## src/imd_pkg.sv

```systemverilog
// imd_pkg: widths, constants, codes and controller/datapath link types
// for the metal detector baseline tracker; no dependencies
package imd_pkg;

  localparam int SAMPLE_BITS = 12;
  localparam int SKIP_LIMIT  = 64;

  localparam int CNT_W       = 10;
  localparam int LIMIT_W     = 20;
  localparam int MAX_COUNT   = 1022;
  localparam int IDX_W       = 10;
  localparam int SUM_W       = SAMPLE_BITS + IDX_W + 1;
  localparam int BASE_W      = 32;
  localparam int BASE_SHIFT  = 6;
  localparam int ROUND_HALF  = 32;
  localparam int ADAPT_SHIFT = 10;
  localparam int AVG_W       = BASE_W + 1 - BASE_SHIFT;
  localparam int DIFF_W      = ((SUM_W > AVG_W) ? SUM_W : AVG_W) + 1;
  localparam int MAG_W       = DIFF_W - 1;
  localparam int DVS_W       = MAG_W + 1;
  localparam int SKIP_W      = 7;
  localparam int ZERO_PERIOD = 1000000;
  localparam int DIV_STEPS   = AVG_W;
  localparam int STEP_W      = $clog2(DIV_STEPS);

  localparam int TS_OUT_W    = 22;
  localparam int AVG_OUT_W   = 22;
  localparam int DIFF_OUT_W  = 23;
  localparam int PER_OUT_W   = 22;
  localparam int DIR_W       = 2;

  localparam int S_TDATA_W   = ((SAMPLE_BITS + 7) / 8) * 8;
  localparam int OUT_BITS    = TS_OUT_W + AVG_OUT_W + DIFF_OUT_W + PER_OUT_W + DIR_W + 1;
  localparam int M_TDATA_W   = ((OUT_BITS + 7) / 8) * 8;

  localparam int CFG_IDX_W   = 1;
  localparam logic [CFG_IDX_W-1:0] REG_SAMPLE_COUNT = 1'b0;
  localparam logic [CFG_IDX_W-1:0] REG_STEADY_LIMIT = 1'b1;

  localparam logic [DIR_W-1:0] DIR_NONE = 2'd0;
  localparam logic [DIR_W-1:0] DIR_RISE = 2'd1;
  localparam logic [DIR_W-1:0] DIR_FALL = 2'd2;

  typedef struct packed {
    logic acc;
    logic trim;
    logic seed;
    logic avg;
    logic diff;
    logic adapt;
    logic step;
    logic load_out;
  } imd_cmd_t;

  typedef struct packed {
    logic blk_end;
  } imd_sts_t;

endpackage

```

## src/imd_ctrl.sv

```systemverilog
// imd_ctrl: sequencer for sample intake, block-end update and divider steps
// depends on imd_pkg
module imd_ctrl import imd_pkg::*; (
  input  logic     clk_i,
  input  logic     rst_ni,
  input  logic     s_valid_i,
  output logic     s_ready_o,
  input  logic     m_ready_i,
  output logic     m_valid_o,
  input  imd_sts_t sts_i,
  output imd_cmd_t cmd_o
);

  typedef enum logic [2:0] {
    S_IDLE,
    S_TRIM,
    S_SEED,
    S_AVG,
    S_DIFF,
    S_ADAPT,
    S_DIV,
    S_OUT
  } state_e;

  state_e            state_q;
  logic [STEP_W-1:0] step_q;
  logic              m_valid_q;

  always_comb begin
    cmd_o = '0;
    unique case (state_q)
      S_IDLE:  cmd_o.acc      = s_valid_i;
      S_TRIM:  cmd_o.trim     = 1'b1;
      S_SEED:  cmd_o.seed     = 1'b1;
      S_AVG:   cmd_o.avg      = 1'b1;
      S_DIFF:  cmd_o.diff     = 1'b1;
      S_ADAPT: cmd_o.adapt    = 1'b1;
      S_DIV:   cmd_o.step     = 1'b1;
      S_OUT:   cmd_o.load_out = !m_valid_q || m_ready_i;
      default: cmd_o = '0;
    endcase
  end

  assign s_ready_o = (state_q == S_IDLE);
  assign m_valid_o = m_valid_q;

  always_ff @(posedge clk_i or negedge rst_ni) begin
    if (!rst_ni) begin
      state_q   <= S_IDLE;
      step_q    <= '0;
      m_valid_q <= 1'b0;
    end else begin
      if (cmd_o.load_out) begin
        m_valid_q <= 1'b1;
      end else if (m_ready_i) begin
        m_valid_q <= 1'b0;
      end
      unique case (state_q)
        S_IDLE: begin
          if (s_valid_i && sts_i.blk_end) state_q <= S_TRIM;
        end
        S_TRIM:  state_q <= S_SEED;
        S_SEED:  state_q <= S_AVG;
        S_AVG:   state_q <= S_DIFF;
        S_DIFF:  state_q <= S_ADAPT;
        S_ADAPT: begin
          step_q  <= '0;
          state_q <= S_DIV;
        end
        S_DIV: begin
          step_q <= step_q + STEP_W'(1);
          if (step_q == STEP_W'(DIV_STEPS - 1)) state_q <= S_OUT;
        end
        S_OUT: begin
          if (cmd_o.load_out) state_q <= S_IDLE;
        end
        default: state_q <= S_IDLE;
      endcase
    end
  end

endmodule

```

## src/imd_dp.sv

```systemverilog
// imd_dp: config registers, block accumulators, baseline tracker,
// restoring divider and result register; depends on imd_pkg
module imd_dp import imd_pkg::*; (
  input  logic                         clk_i,
  input  logic                         rst_ni,
  input  logic                         cfg_we_i,
  input  logic [CFG_IDX_W-1:0]         cfg_idx_i,
  input  logic [LIMIT_W-1:0]           cfg_wdata_i,
  input  logic [SAMPLE_BITS-1:0]       sample_i,
  input  imd_cmd_t                     cmd_i,
  output imd_sts_t                     sts_o,
  output logic [TS_OUT_W-1:0]          trimmed_sum_o,
  output logic [AVG_OUT_W-1:0]         average_o,
  output logic signed [DIFF_OUT_W-1:0] difference_o,
  output logic [PER_OUT_W-1:0]         blink_period_o,
  output logic [DIR_W-1:0]             direction_o,
  output logic                         green_led_o
);

  logic [CNT_W-1:0]         cnt_cfg_q;
  logic [LIMIT_W-1:0]       limit_q;
  logic [SUM_W-1:0]         sum_q;
  logic [SAMPLE_BITS-1:0]   min_q;
  logic [SAMPLE_BITS-1:0]   max_q;
  logic [IDX_W-1:0]         idx_q;
  logic [SUM_W-1:0]         trim_q;
  logic [BASE_W-1:0]        base_q;
  logic [SKIP_W-1:0]        skip_q;
  logic [AVG_W-1:0]         avg_q;
  logic signed [DIFF_W-1:0] diff_q;
  logic [DVS_W-1:0]         dvs_q;
  logic [DVS_W-1:0]         rem_q;
  logic [AVG_W-1:0]         quo_q;

  logic [CNT_W-1:0]         cnt_eff;
  logic [IDX_W:0]           idx_nxt;
  logic [BASE_W-1:0]        seed_val;
  logic [BASE_W:0]          avg_sum;
  logic signed [DIFF_W-1:0] diff_neg;
  logic [MAG_W-1:0]         mag;
  logic                     adapt_ok;
  logic [BASE_W-1:0]        base_adp;
  logic [SKIP_W-1:0]        skip_inc;
  logic                     rebase;
  logic [DVS_W:0]           shifted;
  logic [DVS_W:0]           sub;
  logic                     ge;
  logic [AVG_W-1:0]         period;
  logic [DIR_W-1:0]         dir;

  always_comb begin
    cnt_eff  = (cnt_cfg_q > CNT_W'(MAX_COUNT)) ? CNT_W'(MAX_COUNT) : cnt_cfg_q;
    idx_nxt  = {1'b0, idx_q} + (IDX_W + 1)'(1);
    sts_o.blk_end = (idx_nxt >= ({1'b0, cnt_eff} + (IDX_W + 1)'(2)));

    seed_val = BASE_W'(trim_q) << BASE_SHIFT;
    avg_sum  = {1'b0, base_q} + (BASE_W + 1)'(ROUND_HALF);

    diff_neg = -diff_q;
    mag      = diff_q[DIFF_W-1] ? MAG_W'(diff_neg) : MAG_W'(diff_q);
    adapt_ok = (mag < MAG_W'(avg_q >> ADAPT_SHIFT));
    base_adp = base_q + BASE_W'(diff_q);
    skip_inc = skip_q + SKIP_W'(1);
    rebase   = !adapt_ok && (skip_inc > SKIP_W'(SKIP_LIMIT));

    shifted  = {rem_q, quo_q[AVG_W-1]};
    sub      = shifted - {1'b0, dvs_q};
    ge       = (shifted >= {1'b0, dvs_q});

    period   = (diff_q == '0) ? AVG_W'(ZERO_PERIOD) : quo_q;
    if (diff_q == '0) begin
      dir = DIR_NONE;
    end else if (diff_q[DIFF_W-1]) begin
      dir = DIR_FALL;
    end else begin
      dir = DIR_RISE;
    end
    if (period > AVG_W'(limit_q)) dir = DIR_NONE;
  end

  always_ff @(posedge clk_i or negedge rst_ni) begin
    if (!rst_ni) begin
      cnt_cfg_q <= CNT_W'(256);
      limit_q   <= LIMIT_W'(400);
    end else if (cfg_we_i) begin
      unique case (cfg_idx_i)
        REG_SAMPLE_COUNT: cnt_cfg_q <= cfg_wdata_i[CNT_W-1:0];
        REG_STEADY_LIMIT: limit_q   <= cfg_wdata_i;
        default: ;
      endcase
    end
  end

  // block accumulators and baseline state
  always_ff @(posedge clk_i or negedge rst_ni) begin
    if (!rst_ni) begin
      sum_q  <= '0;
      min_q  <= '1;
      max_q  <= '0;
      idx_q  <= '0;
      base_q <= '0;
      skip_q <= '0;
    end else begin
      if (cmd_i.acc) begin
        sum_q <= sum_q + SUM_W'(sample_i);
        if (sample_i < min_q) min_q <= sample_i;
        if (sample_i > max_q) max_q <= sample_i;
        idx_q <= idx_nxt[IDX_W-1:0];
      end
      if (cmd_i.trim) begin
        sum_q <= '0;
        min_q <= '1;
        max_q <= '0;
        idx_q <= '0;
      end
      if (cmd_i.seed && base_q == '0) base_q <= seed_val;
      if (cmd_i.adapt) begin
        if (adapt_ok) begin
          base_q <= base_adp;
          skip_q <= '0;
        end else if (rebase) begin
          base_q <= seed_val;
          skip_q <= '0;
        end else begin
          skip_q <= skip_inc;
        end
      end
    end
  end

  // block-end arithmetic, divider and result register
  always_ff @(posedge clk_i) begin
    if (cmd_i.trim) trim_q <= sum_q - SUM_W'(min_q) - SUM_W'(max_q);
    if (cmd_i.avg)  avg_q  <= avg_sum[BASE_W:BASE_SHIFT];
    if (cmd_i.diff) diff_q <= DIFF_W'(trim_q) - DIFF_W'(avg_q);
    if (cmd_i.adapt) begin
      dvs_q <= {mag, 1'b0};
      rem_q <= '0;
      quo_q <= avg_q;
    end
    if (cmd_i.step) begin
      rem_q <= ge ? sub[DVS_W-1:0] : shifted[DVS_W-1:0];
      quo_q <= {quo_q[AVG_W-2:0], ge};
    end
    if (cmd_i.load_out) begin
      trimmed_sum_o  <= TS_OUT_W'(trim_q);
      average_o      <= AVG_OUT_W'(avg_q);
      difference_o   <= DIFF_OUT_W'(diff_q);
      blink_period_o <= PER_OUT_W'(period);
      direction_o    <= dir;
      green_led_o    <= (dir != DIR_NONE);
    end
  end

endmodule

```

## src/inductive_metal_detect_tracker.sv

```systemverilog
// inductive_metal_detect_tracker: top level, stream ports and config port
// around imd_ctrl and imd_dp; depends on imd_pkg
//
// channel   direction  beat content
// s_axis    in         one adc sample
// m_axis    out        one result per block
// cfg       in         register write, no read-back
//
// a sample is taken every cycle while no block end is in progress
// the last sample of a block stalls input through 5 update steps,
// 27 restoring divider iterations for the flash period and 1 result load
// result load waits while a previous result is still held on m_axis
// reset clears accumulators, baseline and skip count; registers return to defaults
module inductive_metal_detect_tracker import imd_pkg::*; (
  input  logic                  clk_i,
  input  logic                  rst_ni,
  input  logic                  s_axis_tvalid,
  output logic                  s_axis_tready,
  input  logic [S_TDATA_W-1:0]  s_axis_tdata,  // sample
  output logic                  m_axis_tvalid,
  input  logic                  m_axis_tready,
  // trimmed_sum, average, difference, blink_period, direction, green_led
  output logic [M_TDATA_W-1:0]  m_axis_tdata,
  input  logic                  cfg_we_i,
  input  logic [CFG_IDX_W-1:0]  cfg_idx_i,
  input  logic [LIMIT_W-1:0]    cfg_wdata_i
);

  imd_cmd_t                     cmd;
  imd_sts_t                     sts;
  logic [TS_OUT_W-1:0]          trimmed_sum;
  logic [AVG_OUT_W-1:0]         average;
  logic signed [DIFF_OUT_W-1:0] difference;
  logic [PER_OUT_W-1:0]         blink_period;
  logic [DIR_W-1:0]             direction;
  logic                         green_led;

  imd_ctrl u_ctrl (
    .clk_i     (clk_i),
    .rst_ni    (rst_ni),
    .s_valid_i (s_axis_tvalid),
    .s_ready_o (s_axis_tready),
    .m_ready_i (m_axis_tready),
    .m_valid_o (m_axis_tvalid),
    .sts_i     (sts),
    .cmd_o     (cmd)
  );

  imd_dp u_dp (
    .clk_i          (clk_i),
    .rst_ni         (rst_ni),
    .cfg_we_i       (cfg_we_i),
    .cfg_idx_i      (cfg_idx_i),
    .cfg_wdata_i    (cfg_wdata_i),
    .sample_i       (s_axis_tdata[SAMPLE_BITS-1:0]),
    .cmd_i          (cmd),
    .sts_o          (sts),
    .trimmed_sum_o  (trimmed_sum),
    .average_o      (average),
    .difference_o   (difference),
    .blink_period_o (blink_period),
    .direction_o    (direction),
    .green_led_o    (green_led)
  );

  assign m_axis_tdata = {{(M_TDATA_W - OUT_BITS){1'b0}}, green_led, direction,
                         blink_period, difference, average, trimmed_sum};

endmodule

```

## config.mk

```make
export PLATFORM = sky130hd
export DESIGN_NAME = inductive_metal_detect_tracker
export DESIGN_NICKNAME = d
export VERILOG_FILES = /design/src/imd_pkg.sv /design/src/imd_ctrl.sv /design/src/imd_dp.sv /design/src/inductive_metal_detect_tracker.sv
export SDC_FILE = /design/constraint.sdc
export NUM_CORES = 1
export LEC_CHECK = 0
export ABC_AREA = 0
export ABC_CLOCK_PERIOD_IN_PS = 13000
export BUFFER_PORTS_ARGS = -buffer_cell sky130_fd_sc_hd__buf_2
export CORE_ASPECT_RATIO = 1.5
export CORE_MARGIN = 3
export CORE_UTILIZATION = 55
export DETAILED_ROUTE_END_ITERATION = 12
export PLACE_DENSITY = 0.73
export RECOVER_POWER = 100
export SYNTH_ARGS = -nofsm -noshare
export SYNTH_HDL_FRONTEND = slang
export SYNTH_SLANG_ARGS = --single-unit
```

## constraint.sdc

```tcl
create_clock -name clk_i -period 13 [get_ports clk_i]
set_clock_uncertainty 0.2 [all_clocks]
set_input_delay 2.6 -clock clk_i [delete_from_list [all_inputs] [get_ports clk_i]]
set_output_delay 2.6 -clock clk_i [all_outputs]
set_load 0.01 [all_outputs]
```

==> metrics.txt <==
status=complete, but fails checks; failing checks=max-capacitance violations, max-slew violations; Post-DP HPWL=44.4 mm; leakage power=~11 nW; min Tclk post-route=around 7700 ps; Power Dens Cells=~260 mW/mm^2; Arrival @ worst endpoint=roughly 7600 ps; final WL=roughly 58 mm; IR drop worst, VDD=0.225 mV; DRC Markers=0; cts repair resizes=0; IO Pins=140; GRT met3 Usage=0.0371; top cells by area, synth=edfxtp_1 33%, dfrtp_1 13%, ha_1 10%, xnor2_1 4.4%, o21ai_0 3.3%; Hold WC Path Type=flop to flop; Reg-to-Reg Start=u_dp.diff_q[2]$_DFFE_PP_; largest net degree at the start of global routing=86; Yosys top cell by area=edfxtp_1; Mapped Cells=about 2,200; Final Instance Count excl. Fillers=around 2,900; Tightest Pin Transition=4630 ps; final core utilization=0.618; Synth Register Bits=slightly below 400; unique cell type count in the Yosys netlist=87; hold violation count in the final report=0; Final setup viols=0; DR vias=between 15,000 and 20,000; Slew Viols, Final=around 630; first-pass GRT wire length=about 92 mm; Sink Count=between 300 and 400; EDFF count, synth=roughly 250; Syn. warnings=0; R2R setup slack=5720 ps; Worst Setup EP=u_dp.average_o[14]$_DFFE_PP_; Critical Path RT=between 10,000 and 15,000 ps; DRT antenna net count=0; clock-pin slew of the registers on the worst-case setup and hold paths=60 ps; Worst-Skew Late Latency=around 540 ps; DRT iter0 DRCs=about 1,000; fraction of layout cells with a size suffix above 1=0.0719; H-tree depth=2; Die X=174 um; crit-path max FO=between 60 and 70; syn avg cell area=roughly 10 um^2; Worst setup SP type=input pin; Max Freq=between 100 and 150 MHz; Placer Congestion=0.996; setup TNS=0 ps; GRT Max-Usage Layer=met2; Async SR Flop Fraction=0.349; Starting Density=0.561; Reg2Reg Capture Point=u_dp.base_q[9]$_DFF_PN0_; Fill cells=around 3,400; M2 GR Usage=0.469; Post-CTS Hold Buffers=0; dpl cells=roughly 2,900; drt pass-1 iters=5; max-cap violations=15; WL/cell=between 15 and 20 um; sequential area share after synthesis=0.473; post-CTS setup buffers=0; slew margin rel.=-2.09; Crit Path Class=input pin to flop; die height=roughly 260 um; CTS tree=done; Final #Nets=2,590; site row count=91; number of vias per cell=5.91; share of the synthesized area in the top cell type=0.326; unrepaired setup endpoints after global routing=false; Worst Setup SP=m_axis_tready; IO buf count=131; Max clock buf depth=3; Netlist Area Pre-Place=0.0232 mm^2; initial antenna violation count=0; period utilization=0.591; clock root cell=clkbuf_16; Die ar.=between 0.04 and 0.05 mm^2; vias in the first global route=around 18,000; ANT cells=0; met1 Resource Use GR=0.291; Core ar.=between 0.04 and 0.05 mm^2; Main synth FF type=edfxtp_1; Worst Setup End Kind=flop; total grt overflow=0; Layout Area Growth over Synthesis=10.2%; Tot GR Track Use=0.257; Reg2Reg Depth=14; CTS Buf Count=40
-- power by group --
group / switching, mW / internal, mW
registers: 0.352 / 1.95
logic: 1.78 / 1.25
clock network: 0.483 / 0.719
-- worst min path at each step --
stage | start | to | slack [ps] | depth (start not counted)
after floorplan | u_dp.avg_q[11]$_DFFE_PN_ | u_dp.average_o[11]$_DFFE_PP_ | 230 | 0
after global placement | u_dp.avg_q[18]$_DFFE_PN_ | u_dp.average_o[18]$_DFFE_PP_ | 240 | 0
after detailed placement | u_dp.avg_q[20]$_DFFE_PN_ | u_dp.average_o[20]$_DFFE_PP_ | 240 | 0
after CTS | u_dp.avg_q[20]$_DFFE_PN_ | u_dp.average_o[20]$_DFFE_PP_ | 250 | 0
after global routing | u_dp.avg_q[20]$_DFFE_PN_ | u_dp.average_o[20]$_DFFE_PP_ | 250 | 0
final | u_dp.avg_q[20]$_DFFE_PN_ | u_dp.average_o[20]$_DFFE_PP_ | 250 | 0
-- registers in the layout, summed over array words and instances (netlist names), 27 cells and up --
signal and count:
u_dp.quo_q 27, u_dp.diff_q 28, u_dp.rem_q 28, u_dp.base_q 32, u_dp.avg_q 27, u_dp.dvs_q 27
-- cell usage after synthesis (8+ instances only) --
library cell / number
o22ai_1: 15
and2_1: 8
nor2b_1: 38
mux2_2: 29
nor4_1: 17
mux2i_1: 48
or3_1: 20
nor3b_1: 8
a211oi_1: 17
nand2_1: 176
nor2_1: 139
o21a_1: 25
o21bai_1: 15
dfstp_2: 16
inv_1: 167
a31oi_1: 16
fa_1: 16
nand4_1: 24
xor2_1: 46
and3_1: 22
xnor2_1: 117
a21oi_1: 130
clkbuf_1: 56
dfrtp_1: 119
o31ai_1: 22
o21ai_0: 152
ha_1: 185
nor3_1: 39
o211ai_1: 8
nand3_1: 72
or2_2: 12
edfxtp_1: 252
nand2b_1: 34
a21o_1: 42
-- routing by layer --
layer	part of all wire	vias up
met5	0	-
met3	0.046	161
met2	0.52	468
met1	0.38	8452
met4	0.056	0
li1	-	8278
-- kinds of logic (layout without fill, tap and decap cells) --
group	count (synthesis)	after routing	synth area share
flip-flops	387	387	0.473
AND/OR/NAND/NOR	642	642	0.138
adder cells (fa/ha/maj)	201	201	0.114
AO/OA/AOI/OAI	512	512	0.138
buffers and inverters	239	391	0.0409
multiplexers	77	77	0.0348
XOR/XNOR	163	163	0.0616
other	1	4	0.000162
-- per-stage QoR --
step / hold slack, ps / power, mW / setup WS, ps / area (um^2)
after floorplan: 226 / 4.49 / 5720 / 23200
after global placement: 236 / 5.20 / 7110 / 24400
after detailed placement: 239 / 5.32 / 7040 / 24400
after CTS: 250 / 6.54 / 7350 / 25800
after global routing: 255 / 7.02 / 4830 / 25600
final: 247 / 6.53 / 5320 / 25600
-- placed cells by master, fill, tap and decap left out, types with 12 or more instances in the layout --
cell type  instances
nand2b_1          34
edfxtp_1         252
nor3_1            38
clkbuf_1         121
a31oi_1           16
a21o_1            42
a21oi_1          131
nor2_1           139
nand3_1           72
o21bai_1          14
ha_1             185
mux2_2            28
o22ai_1           15
nor4_1            18
xnor2_1          117
nand4_1           24
dfstp_2           15
or2_2             12
inv_1            165
and3_1            22
xor2_1            46
dfrtp_1          119
fa_1              16
or3_1             20
buf_2             31
o21a_1            25
o21ai_0          156
o31ai_1           23
nor2b_1           38
a211oi_1          17
nand2_1          176
clkbuf_16         41
mux2i_1           48
-- worst max-delay path: stages --
cell and delay, ps:
buf_2 90, nor2b_1 70, nor2_1 2190, clkbuf_1 2510
-- final cells by class --
cell class              count  area [um^2]  area share
clock buffers              51         1100      0.0432
multi-input cells        1599        11300       0.441
flip-flops and latches    387        11000       0.429
well taps                 558          698      0.0273
repair buffers            151          624      0.0244
inverters                 168          631      0.0247
clock inverters            21          259      0.0101
Power figures use the tool's default switching activity.
